**src/rtl/core/picc_pkg.sv**
```systemverilog
// Shared types, constants and arithmetic helpers for the clamped PI controller.
`default_nettype none
package picc_pkg;

	localparam int DATA_BITS      = 16;
	localparam int GAIN_FRAC_BITS = 12;

	localparam int ERR_W  = DATA_BITS + 1;
	localparam int PROD_W = DATA_BITS + ERR_W;
	localparam int ACC_W  = DATA_BITS + GAIN_FRAC_BITS;
	localparam int SAT_W  = DATA_BITS + GAIN_FRAC_BITS + 3;
	localparam int WIDE_W = ((PROD_W > SAT_W) ? PROD_W : SAT_W) + 1;
	localparam int SUM_W  = SAT_W + 1;

	localparam int REG_COUNT = 6;
	localparam int REG_IDX_W = $clog2(REG_COUNT);
	localparam int ADDR_W    = REG_IDX_W + 2;
	localparam int APB_W     = (DATA_BITS > 32) ? 64 : 32;

	localparam logic [REG_IDX_W-1:0] REG_PROP_GAIN  = REG_IDX_W'(0);
	localparam logic [REG_IDX_W-1:0] REG_INTEG_GAIN = REG_IDX_W'(1);
	localparam logic [REG_IDX_W-1:0] REG_INTEG_LOW  = REG_IDX_W'(2);
	localparam logic [REG_IDX_W-1:0] REG_INTEG_HIGH = REG_IDX_W'(3);
	localparam logic [REG_IDX_W-1:0] REG_OUT_LOW    = REG_IDX_W'(4);
	localparam logic [REG_IDX_W-1:0] REG_OUT_HIGH   = REG_IDX_W'(5);

	localparam logic signed [DATA_BITS-1:0] LIMIT_RST_HI = {1'b0, {(DATA_BITS-1){1'b1}}};
	localparam logic signed [DATA_BITS-1:0] LIMIT_RST_LO =
		{1'b1, {(DATA_BITS-2){1'b0}}, 1'b1};

	// product saturation bound, +-2^(DATA_BITS+GAIN_FRAC_BITS+1)
	localparam logic signed [WIDE_W-1:0] PROD_LIM =
		WIDE_W'(1) <<< (DATA_BITS + GAIN_FRAC_BITS + 1);

	typedef enum logic [1:0] {
		CMD_RUN   = 2'd0,
		CMD_START = 2'd1,
		CMD_STOP  = 2'd2
	} picc_cmd_t;

	typedef struct packed {
		logic [1:0]                  cmd;
		logic signed [DATA_BITS-1:0] setpoint;
		logic signed [DATA_BITS-1:0] measured;
		logic signed [DATA_BITS-1:0] hold_value;
	} picc_req_t;

	typedef struct packed {
		logic signed [DATA_BITS-1:0] drive;
		logic                        running;
	} picc_res_t;

	typedef struct packed {
		logic signed [DATA_BITS-1:0] prop_gain;
		logic signed [DATA_BITS-1:0] integ_gain;
		logic signed [DATA_BITS-1:0] integ_low;
		logic signed [DATA_BITS-1:0] integ_high;
		logic signed [DATA_BITS-1:0] out_low;
		logic signed [DATA_BITS-1:0] out_high;
	} picc_cfg_t;

	typedef struct packed {
		logic signed [ACC_W-1:0]     integ_acc;
		logic signed [DATA_BITS-1:0] drive;
		logic                        running;
	} picc_state_t;

	function automatic logic signed [SAT_W-1:0] sat_prod(input logic signed [PROD_W-1:0] p);
		logic signed [WIDE_W-1:0] w;
		logic signed [WIDE_W-1:0] r;
		w = WIDE_W'(p);
		r = w;
		if (w < -PROD_LIM) begin
			r = -PROD_LIM;
		end
		if (w > PROD_LIM) begin
			r = PROD_LIM;
		end
		return SAT_W'(r);
	endfunction

	// lower bound first, upper bound last: a crossed pair resolves to the upper
	function automatic logic signed [SUM_W-1:0] clamp_sum(input logic signed [SUM_W-1:0] v,
		input logic signed [SUM_W-1:0] lo, input logic signed [SUM_W-1:0] hi);
		logic signed [SUM_W-1:0] r;
		r = v;
		if (r < lo) begin
			r = lo;
		end
		if (r > hi) begin
			r = hi;
		end
		return r;
	endfunction

	function automatic logic signed [SUM_W-1:0] scale_limit(
		input logic signed [DATA_BITS-1:0] x);
		logic signed [ACC_W-1:0] s;
		s = $signed({x, {GAIN_FRAC_BITS{1'b0}}});
		return SUM_W'(s);
	endfunction

endpackage
`default_nettype wire

```
**src/rtl/core/picc_apb_regs.sv**
```systemverilog
// APB-style register file holding gains and clamp limits.
`default_nettype none
module picc_apb_regs (
	input  wire logic                          clk,
	input  wire logic                          arst_n,
	input  wire logic                          psel,
	input  wire logic                          penable,
	input  wire logic                          pwrite,
	input  wire logic [picc_pkg::ADDR_W-1:0]   paddr,
	input  wire logic [picc_pkg::APB_W-1:0]    pwdata,
	output logic      [picc_pkg::APB_W-1:0]    prdata,
	output logic                               pready,
	output picc_pkg::picc_cfg_t                cfg
);
	import picc_pkg::*;

	picc_cfg_t               cfg_q;
	logic [REG_IDX_W-1:0]    idx;
	logic                    wr_en;
	logic [DATA_BITS-1:0]    wval;
	logic signed [DATA_BITS-1:0] rval;

	assign idx    = paddr[ADDR_W-1:2];
	assign wr_en  = psel & penable & pwrite;
	assign wval   = pwdata[DATA_BITS-1:0];
	assign pready = 1'b1;
	assign cfg    = cfg_q;

	always_ff @(posedge clk or negedge arst_n) begin
		if (!arst_n) begin
			cfg_q.prop_gain  <= '0;
			cfg_q.integ_gain <= '0;
			cfg_q.integ_low  <= LIMIT_RST_LO;
			cfg_q.integ_high <= LIMIT_RST_HI;
			cfg_q.out_low    <= LIMIT_RST_LO;
			cfg_q.out_high   <= LIMIT_RST_HI;
		end else if (wr_en) begin
			case (idx)
				REG_PROP_GAIN:  cfg_q.prop_gain  <= wval;
				REG_INTEG_GAIN: cfg_q.integ_gain <= wval;
				REG_INTEG_LOW:  cfg_q.integ_low  <= wval;
				REG_INTEG_HIGH: cfg_q.integ_high <= wval;
				REG_OUT_LOW:    cfg_q.out_low    <= wval;
				REG_OUT_HIGH:   cfg_q.out_high   <= wval;
				default: ;
			endcase
		end
	end

	always_comb begin
		case (idx)
			REG_PROP_GAIN:  rval = cfg_q.prop_gain;
			REG_INTEG_GAIN: rval = cfg_q.integ_gain;
			REG_INTEG_LOW:  rval = cfg_q.integ_low;
			REG_INTEG_HIGH: rval = cfg_q.integ_high;
			REG_OUT_LOW:    rval = cfg_q.out_low;
			REG_OUT_HIGH:   rval = cfg_q.out_high;
			default:        rval = '0;
		endcase
	end

	assign prdata = APB_W'(rval);

endmodule
`default_nettype wire

```
**src/rtl/core/picc_step.sv**
```systemverilog
// Loop step: error, integral update with clamp, output clamp and rounding, state registers.
`default_nettype none
module picc_step (
	input  wire logic                 clk,
	input  wire logic                 arst_n,
	input  wire logic                 fire,
	input  wire picc_pkg::picc_req_t  req,
	input  wire picc_pkg::picc_cfg_t  cfg,
	output picc_pkg::picc_state_t     state
);
	import picc_pkg::*;

	logic signed [ACC_W-1:0]     integ_q;
	logic signed [DATA_BITS-1:0] drive_q;
	logic                        loop_on_q;

	logic signed [ERR_W-1:0]     err;
	logic signed [PROD_W-1:0]    p_int;
	logic signed [PROD_W-1:0]    p_prop;
	logic signed [SUM_W-1:0]     acc_sum;
	logic signed [SUM_W-1:0]     acc_clamped;
	logic signed [SUM_W-1:0]     out_sum;
	logic signed [SUM_W-1:0]     out_clamped;
	logic signed [SUM_W-1:0]     out_rounded;

	logic signed [ACC_W-1:0]     integ_d;
	logic signed [DATA_BITS-1:0] drive_d;
	logic                        loop_on_d;

	assign err    = ERR_W'(req.setpoint) - ERR_W'(req.measured);
	assign p_int  = PROD_W'(cfg.integ_gain) * PROD_W'(err);
	assign p_prop = PROD_W'(cfg.prop_gain) * PROD_W'(err);

	assign acc_sum     = SUM_W'(integ_q) + SUM_W'(sat_prod(p_int));
	assign acc_clamped = clamp_sum(acc_sum, scale_limit(cfg.integ_low),
		scale_limit(cfg.integ_high));
	assign out_sum     = SUM_W'(sat_prod(p_prop)) + acc_clamped;
	assign out_clamped = clamp_sum(out_sum, scale_limit(cfg.out_low),
		scale_limit(cfg.out_high));
	// round half up
	assign out_rounded = (out_clamped + (SUM_W'(1) <<< (GAIN_FRAC_BITS - 1)))
		>>> GAIN_FRAC_BITS;

	always_comb begin
		integ_d   = integ_q;
		drive_d   = drive_q;
		loop_on_d = loop_on_q;
		case (req.cmd)
			CMD_RUN: begin
				if (loop_on_q) begin
					integ_d = ACC_W'(acc_clamped);
					drive_d = DATA_BITS'(out_rounded);
				end
			end
			CMD_START: begin
				loop_on_d = 1'b1;
			end
			CMD_STOP: begin
				integ_d   = '0;
				drive_d   = req.hold_value;
				loop_on_d = 1'b0;
			end
			default: ;
		endcase
	end

	always_ff @(posedge clk or negedge arst_n) begin
		if (!arst_n) begin
			integ_q   <= '0;
			drive_q   <= '0;
			loop_on_q <= 1'b0;
		end else if (fire) begin
			integ_q   <= integ_d;
			drive_q   <= drive_d;
			loop_on_q <= loop_on_d;
		end
	end

	assign state.integ_acc = integ_q;
	assign state.drive     = drive_q;
	assign state.running   = loop_on_q;

endmodule
`default_nettype wire

```
**src/rtl/core/pi_controller_clamped_core.sv**
```systemverilog
// Top level of the clamped PI controller: request register, loop step and result handshake.
// Fixed-point PI regulator (signed Q15.0 samples, Q3.12 gains, integral with 12 fraction
// bits) with integral anti-windup and output clamps. Each request gives exactly one result,
// the output after that request and the run flag. A request is registered on acceptance and
// its result is registered when the request stage advances, so a new request is taken every
// cycle unless results stall. The rate is set by the integral recurrence: error, two 16x17
// multiplies, the integral add and clamp, and the output add, clamp and round all sit
// between the request register and the state/result registers. Configuration goes through
// the APB-style port and should only change while no request is in flight.
`default_nettype none
module pi_controller_clamped_core (
	input  wire logic                          clk,
	input  wire logic                          arst_n,
	input  wire logic                          req_valid,
	output logic                               req_stall,
	input  wire picc_pkg::picc_req_t           req_data,
	output logic                               res_valid,
	input  wire logic                          res_stall,
	output picc_pkg::picc_res_t                res_data,
	input  wire logic                          psel,
	input  wire logic                          penable,
	input  wire logic                          pwrite,
	input  wire logic [picc_pkg::ADDR_W-1:0]   paddr,
	input  wire logic [picc_pkg::APB_W-1:0]    pwdata,
	output logic      [picc_pkg::APB_W-1:0]    prdata,
	output logic                               pready
);
	import picc_pkg::*;

	picc_cfg_t   cfg;
	picc_state_t state;
	picc_req_t   req_s1;
	logic        valid_s1;
	logic        res_valid_q;
	logic        advance;
	logic        fire;

	assign advance   = !res_valid_q || !res_stall;
	assign fire      = valid_s1 && advance;
	assign req_stall = valid_s1 && !advance;

	always_ff @(posedge clk or negedge arst_n) begin
		if (!arst_n) begin
			valid_s1    <= 1'b0;
			res_valid_q <= 1'b0;
		end else begin
			if (!req_stall) begin
				valid_s1 <= req_valid;
			end
			if (advance) begin
				res_valid_q <= valid_s1;
			end
		end
	end

	always_ff @(posedge clk) begin
		if (req_valid && !req_stall) begin
			req_s1 <= req_data;
		end
	end

	picc_apb_regs u_regs (
		.clk     (clk),
		.arst_n  (arst_n),
		.psel    (psel),
		.penable (penable),
		.pwrite  (pwrite),
		.paddr   (paddr),
		.pwdata  (pwdata),
		.prdata  (prdata),
		.pready  (pready),
		.cfg     (cfg)
	);

	picc_step u_step (
		.clk    (clk),
		.arst_n (arst_n),
		.fire   (fire),
		.req    (req_s1),
		.cfg    (cfg),
		.state  (state)
	);

	assign res_valid        = res_valid_q;
	assign res_data.drive   = state.drive;
	assign res_data.running = state.running;

	a_stopped_integ_zero: assert property (@(posedge clk) disable iff (!arst_n)
		!state.running |-> state.integ_acc == '0)
		else $error("integral not cleared while stopped");

	a_stop_loads_hold: assert property (@(posedge clk) disable iff (!arst_n)
		fire && req_s1.cmd == CMD_STOP |=>
		!state.running && state.drive == $past(req_s1.hold_value))
		else $error("stop did not load hold value");

	a_stall_only_when_full: assert property (@(posedge clk) disable iff (!arst_n)
		req_stall |-> valid_s1 && res_valid_q && res_stall)
		else $error("request stalled with free stage");

endmodule
`default_nettype wire
```
**config.mk**
```make
export PLATFORM = sky130hd
export DESIGN_NAME = pi_controller_clamped_core
export DESIGN_NICKNAME = d
export VERILOG_FILES = /design/src/rtl/core/picc_pkg.sv /design/src/rtl/core/picc_apb_regs.sv /design/src/rtl/core/picc_step.sv /design/src/rtl/core/pi_controller_clamped_core.sv
export SDC_FILE = /design/constraint.sdc
export NUM_CORES = 2
export LEC_CHECK = 0
export BUFFER_PORTS_ARGS = -buffer_cell sky130_fd_sc_hd__buf_2
export CELL_PAD_IN_SITES_DETAIL_PLACEMENT = 0
export CELL_PAD_IN_SITES_GLOBAL_PLACEMENT = 2
export CORE_MARGIN = 1
export CORE_UTILIZATION = 45
export CTS_BUF_LIST = sky130_fd_sc_hd__clkbuf_2
export CTS_CLUSTER_DIAMETER = 60
export DETAILED_ROUTE_END_ITERATION = 10
export PLACE_DENSITY_LB_ADDON = 0.1
export REMOVE_ABC_BUFFERS = 1
export SYNTH_ARGS = -nofsm -noshare
export SYNTH_HDL_FRONTEND = slang
export SYNTH_SLANG_ARGS = --single-unit
export TNS_END_PERCENT = 1
```
**constraint.sdc**
```tcl
create_clock -name clk -period 47.9 [get_ports clk]
set_clock_uncertainty 0.1 [all_clocks]
set_input_delay 4.79 -clock clk [delete_from_list [all_inputs] [get_ports clk]]
set_output_delay 4.79 -clock clk [all_outputs]
set_load 0.005 [all_outputs]
```
After elaboration in Yosys (flattened, before gate mapping)
Cells that the tools add are included.

Output and inout port bits: 52. Bits of input ports: 94. Logic and storage cells: 73. Register bits after elaboration: 193.

Reductions and logical operators: 20. Multipliers: 2. Eq/ne operators: 8. Multiplexer cells: 14. Bitwise operators: 2. $add $sub $neg: 4. $lt $le $gt $ge: 8.

Operator list (number): $mux 31 (4); $mux 32 (3); $pmux 16 s6 (1); $gt 33x31->1 const B (2); $lt 33x30->1 const B (2); $mul 16x17->33 (2); $gt 32x28->1 (2); $lt 32x28->1 (2); $mux 28 (2); $pmux 28 s2 (1); $add 28x31->32 (1); $add 31x32->32 (1); $pmux 16 s2 (1); $add 28x13->28 const B (1); $sub 16x16->17 (1); $mux 16 (1); $reduce_and 2->1 (7); $eq 3x2->1 const B (2); $eq 3x3->1 const B (2); $logic_not 1->1 (4); $reduce_bool 2->1 (2); $eq 3x1->1 const B (1); $logic_and 1x1->1 (3); $logic_not 3->1 (1); other kinds (8) (9).

Longest topological paths before layout
Depth after elaboration: 18. Gate-level depth with buffers: 125. Gate-level depth less buffers: 114.

Hierarchy
Synthesis repeated with hierarchy kept, for this count alone.

Cell total of the unflattened synthesis: 4223. Area total of the unflattened synthesis: 38082.8 sq um.

By module, submodules not included: picc_step (cells an instance 3831, instances 1, seq. area each 1126.1 sq um, area each 31846.8 sq um); picc_apb_regs (cells an instance 334, instances 1, seq. area each 2444.8 sq um, area each 4642.0 sq um); pi_controller_clamped_core (cells an instance 58, instances 1, seq. area each 1551.5 sq um, area each 1594.0 sq um).

Worst setup path after synthesis
No wires, ideal clock.

Kind: reg2reg. From: reg req_s1[16] (netlist bit). To: reg u_step.drive_q[15]. Arrival time: 24657 ps. Buffers on the path: 10. Setup time: 142 ps. Period minus slack after synthesis: 24899 ps. Path slack: 23001 ps. Stages on the path, launching flop included: 115. Required time: 47658 ps. Path through: edfxtp_1 -> ha_1 -> fa_1 -> nor2b_1 -> o21ai_0 -> a21boi_0 -> o21ai_0 -> a21boi_0 -> o21ai_0 -> a21boi_0 -> o21ai_0 -> a21oi_1 -> a41o_1 -> o22ai_1 -> clkbuf_1 -> and2_1 -> fa_1 -> fa_1 -> [... 79 more ...] -> mux2_2 -> ha_1 -> nand3_1 -> or4_1 -> nor4_1 -> nand4_1 -> or4_1 -> nor4_1 -> nor3b_1 -> buf_4 -> buf_2 -> clkbuf_1 -> mux2i_1 -> ha_1 -> o21ai_1 -> nor4_1 -> xor2_1 -> o221ai_1.

Longest elaborated chain between the ends: 18. Elaborated cells on any way between the ends: 24. Classes of those cells: add/sub (4); mul (2); order compare (8); mux (10).

Ends and longest elaborated chain: from (decl) (line pi_controller_clamped_core.sv:32) `picc_req_t req_s1;`; from (signal assigned) (line pi_controller_clamped_core.sv:58) `req_s1 <= req_data;`; $sub 16x16->17 * (line picc_step.sv:30) `assign err = ERR_W'(req.setpoint) - ERR_W'(req.measured);`; $mul 16x17->33 (line picc_step.sv:31) `assign p_int = PROD_W'(cfg.integ_gain) * PROD_W'(err);`; $lt 33x30->1 (line picc_pkg.sv:73) `if (w < -PROD_LIM) begin`; $mux 31 (line picc_pkg.sv:73); $mux 31 (line picc_pkg.sv:76) `if (w > PROD_LIM) begin`; $add 28x31->32 (line picc_step.sv:34) `assign acc_sum = SUM_W'(integ_q) + SUM_W'(sat_prod(p_int));`; $lt 32x28->1 (line picc_pkg.sv:87) `if (r < lo) begin`; $mux 32 (line picc_pkg.sv:87); [... 2 more ...]; $add 31x32->32 * (line picc_step.sv:37) `assign out_sum = SUM_W'(sat_prod(p_prop)) + acc_clamped;`; $lt 32x28->1 (line picc_pkg.sv:87); $mux 32 * (line picc_pkg.sv:87); $gt 32x28->1 (line picc_pkg.sv:90) `if (r > hi) begin`; $mux 28 * (line picc_pkg.sv:90); $add 28x13->28 * (line picc_step.sv:41) `assign out_rounded = (out_clamped + (SUM_W'(1) <<< (GAIN_FRAC_BITS - 1)))`; $mux 16 * (line picc_step.sv:50) `if (loop_on_q) begin`; $pmux 16 s2 * (line picc_step.sv:48) `case (req.cmd)`; to (signal assigned) (line picc_step.sv:74) `drive_q <= drive_d;`; to (decl) (line picc_step.sv:14) `logic signed [DATA_BITS-1:0] drive_q;`.

Mark *: on every way between the ends. The rest lies on a longest branch, timed or not. The select of a mux whose other input is x is not followed. A chain may end at the register's enable or synchronous reset.

Final worst setup path
From: reg req_s1[16] (netlist bit). To: reg u_step.drive_q[5].

Same word-level chain as after synthesis.

==> results.tsv <==
stage	metric	value	unit
synthesis	ys_ff_latch	193	
setup_path	rr_worst_depth	103	
cells_and_area	final_cell_area	38300	µm²
synthesis	synth_top_area_share	30.1	%
synthesis	synth_cell_types	85	
placed_design	io_buffers	126	
setup_path	r2r_start	req_s1[16]$_DFFE_PP_	
setup_path	slowest_stage	a311oi_1	
clock_tree	tritoncts	yes	
clock_tree	cts_resized	0	
floorplan	start_util	45.4	%
timing	hold_violations	0	
drt	vias_per_cell	5.42	
setup_path	worstPathRequired	48.84	ns
clock_tree	clock_path_buffers	2	
drt	totalWireLength	108000	µm
placed_design	placed_cell_area	38100	µm²
clock_tree	hold_buffers	0	
synthesis	ys.flop_type	dfrtp_1	
setup_path	crit_arrival	33.02	ns
synthesis	synth_area	36500	µm²
floorplan	die-area	82200	µm²
clock_tree	cts.reportedPaths.clkPinSlew	0.35	ns
timing	fmax	31.2	MHz
drt	drc_errors	0	
setup_path	max_stage_delay	0.85	ns
floorplan	die_x	287	µm
hold_path	hold_end	u_step.drive_q[15]$_DFFE_PN0P_	
placed_design	hpwlAfterDp	86200	µm
synthesis	synth-edff-count	50	
synthesis	synth.most_common_cell	inv_1	
clock_tree	cts_setup_buffers	0	
grt	grt_usage	27.4	%
synthesis	ys_seq_area_share	14.0	%
synthesis	ys.warnings.count	0	
grt	grt-ovfl-total	0	
setup_path	end_kind	register	
setup_path	path_class	register to register	
floorplan	die_h	287	µm
timing	setup_viol	0	
setup_path	cp_common_cell	ha_1	
placed_design	place_congestion	0.917	
floorplan	pin_count	146	
clock_tree	clock_latency	1.14	ns
cells_and_area	syn2layout_area_growth	5.01	%
grt	grt_max_degree	83	
timing	rsz0062_at_grt	false	
timing	worstMarginPinSlew	1.19	ns
grt	grt_pass1_vias	29200	
timing	timing.hold.ws	0.403	ns
synthesis	async_flop_share	74.1	%
clock_tree	htreeDepth	4	
synthesis	synthCells	4144	
clock_tree	cts.sinks	193	
floorplan	row_count	104	
clock_tree	cts_buffers	17	
cells_and_area	drive_above_1_share	8.78	%
timing	drv_slew	0	
clock_tree	clock-root-buffer	clkbuf_2	
hold_path	whs_path_depth	2	
drt	drt_iter0_drc	1803	
floorplan	core-area	80400	µm²
timing	fin_crit	32.08	ns
outcome	run_status	finished, final reports clean	
timing	slew-limit-headroom	20.6	%
setup_path	rr_endpoint	u_step.drive_q[5]$_DFFE_PN0P_	
drt	firstDrtPassIters	6	
setup_path	worstPathMaxFanout	46	
synthesis	synth.area.top_cells	fa_1, ha_1, inv_1	
grt	grt_pass1_wl	172000	µm
setup_path	r2r_setup_slack	15.82	ns
synthesis	synth_top_area_cell	fa_1	
drt	wl_per_cell	20.8	µm
timing	fin_setup_tns	0	ns
timing	fin_crit_sh	67.0	%
cells_and_area	fin_nets	5107	
flow_run	drv_cap	0	
synthesis	avgSynthCellArea	8.81	µm²
synthesis	synth_common_cells	inv_1, fa_1, nand2_1	
drt	drtAntennaViolNets	0	
setup_path	critPathLaunchType	register	
hold_path	hp-start	req_s1[15]$_DFFE_PP_	
drt	num_vias	28300	
grt	antenna_found_initial	8	
hold_path	hp-class	register to register	
## final cells by class
cell class | instances | area [µm²]
Fill cell | 7960 | 42100
Multi-Input combinational cell | 3000 | 27800
Sequential cell | 193 | 5120
Inverter | 741 | 2780
Tap cell | 1060 | 1330
Timing Repair Buffer | 182 | 1060
Clock inverter | 15 | 164
Clock buffer | 17 | 85.1
Antenna cell | 7 | 17.5
## metrics by stage
step / std cells / util [%] / setup slack, ns
final: 5215 / 47.7 / 15.82
after global routing: 5214 / 47.6 / 13.59
after CTS: 5208 / 47.6 / 15.72
after detailed placement: 5176 / 47.3 / 15.78
after global placement: 5176 / 47.3 / 15.86
after floorplan: 3934 / - / 20.28
## cell usage in the layout, fill, tap and decap left out, drive strengths merged, types with 37 or more instances in the layout
master  count
inv       748
fa        548
nand2     471
ha        330
o21ai     207
and2      197
buf       182
nor2      163
a21oi     136
dfrtp     109
xnor2      83
nor2b      69
nand3      69
mux2       62
a21o       61
nor3       57
xor2       55
edfxtp     50
nand4      41
nand2b     37
## kinds of logic after synthesis
group                      share of synthesized area, %
AOI/OAI and AO/OA                                  12.0
xor gates and xnor gates                           3.31
adders and majority gates                          41.5
buffers and inverters                              10.2
DFF                                                14.0
muxes                                              2.63
other                                            0.0103
and+or+nand+nor                                    16.3
## worst max-delay path, delay by kind of cell (launching register included)
family	cells	cell delay (ns)
adders and majority gates	15	6.30
and+or+nand+nor	30	8.26
muxes	6	2.35
xor gates and xnor gates	5	1.39
buffers and inverters	6	1.25
DFF	1	0.43
AOI/OAI and AO/OA	41	11.84
## state kept, by name, summed over array words and instances, names as in the netlist
name	cells
u_step.drive_q	16
u_step.loop_on_q	1
req_s1	50
res_valid	1
u_step.integ_q	28
valid_s1	1
u_regs.cfg	96
## routing by layer
metal	vias to the layer above	wire (µm)	track usage (%)
met3	94	4280	2.75
met2	637	51100	45.1
li1	13400	-	-
met4	0	2300	6.61
met5	-	0	0
met1	14200	50700	38.7
## worst max-delay path by stage
stage / start / end / depth (start not counted)
floorplan: req_s1[16]$_DFFE_PP_ / u_step.drive_q[9]$_DFFE_PN0P_ / 101
global placement: req_s1[16]$_DFFE_PP_ / u_step.drive_q[15]$_DFFE_PN0P_ / 101
detailed placement: req_s1[16]$_DFFE_PP_ / u_step.drive_q[15]$_DFFE_PN0P_ / 101
CTS: req_s1[16]$_DFFE_PP_ / u_step.drive_q[5]$_DFFE_PN0P_ / 103
global route: req_s1[16]$_DFFE_PP_ / u_step.drive_q[9]$_DFFE_PN0P_ / 104
finish: req_s1[16]$_DFFE_PP_ / u_step.drive_q[5]$_DFFE_PN0P_ / 103
Power is not shown: default switching activity piles up to over one toggle a cycle in this logic, so the estimate is an artifact.
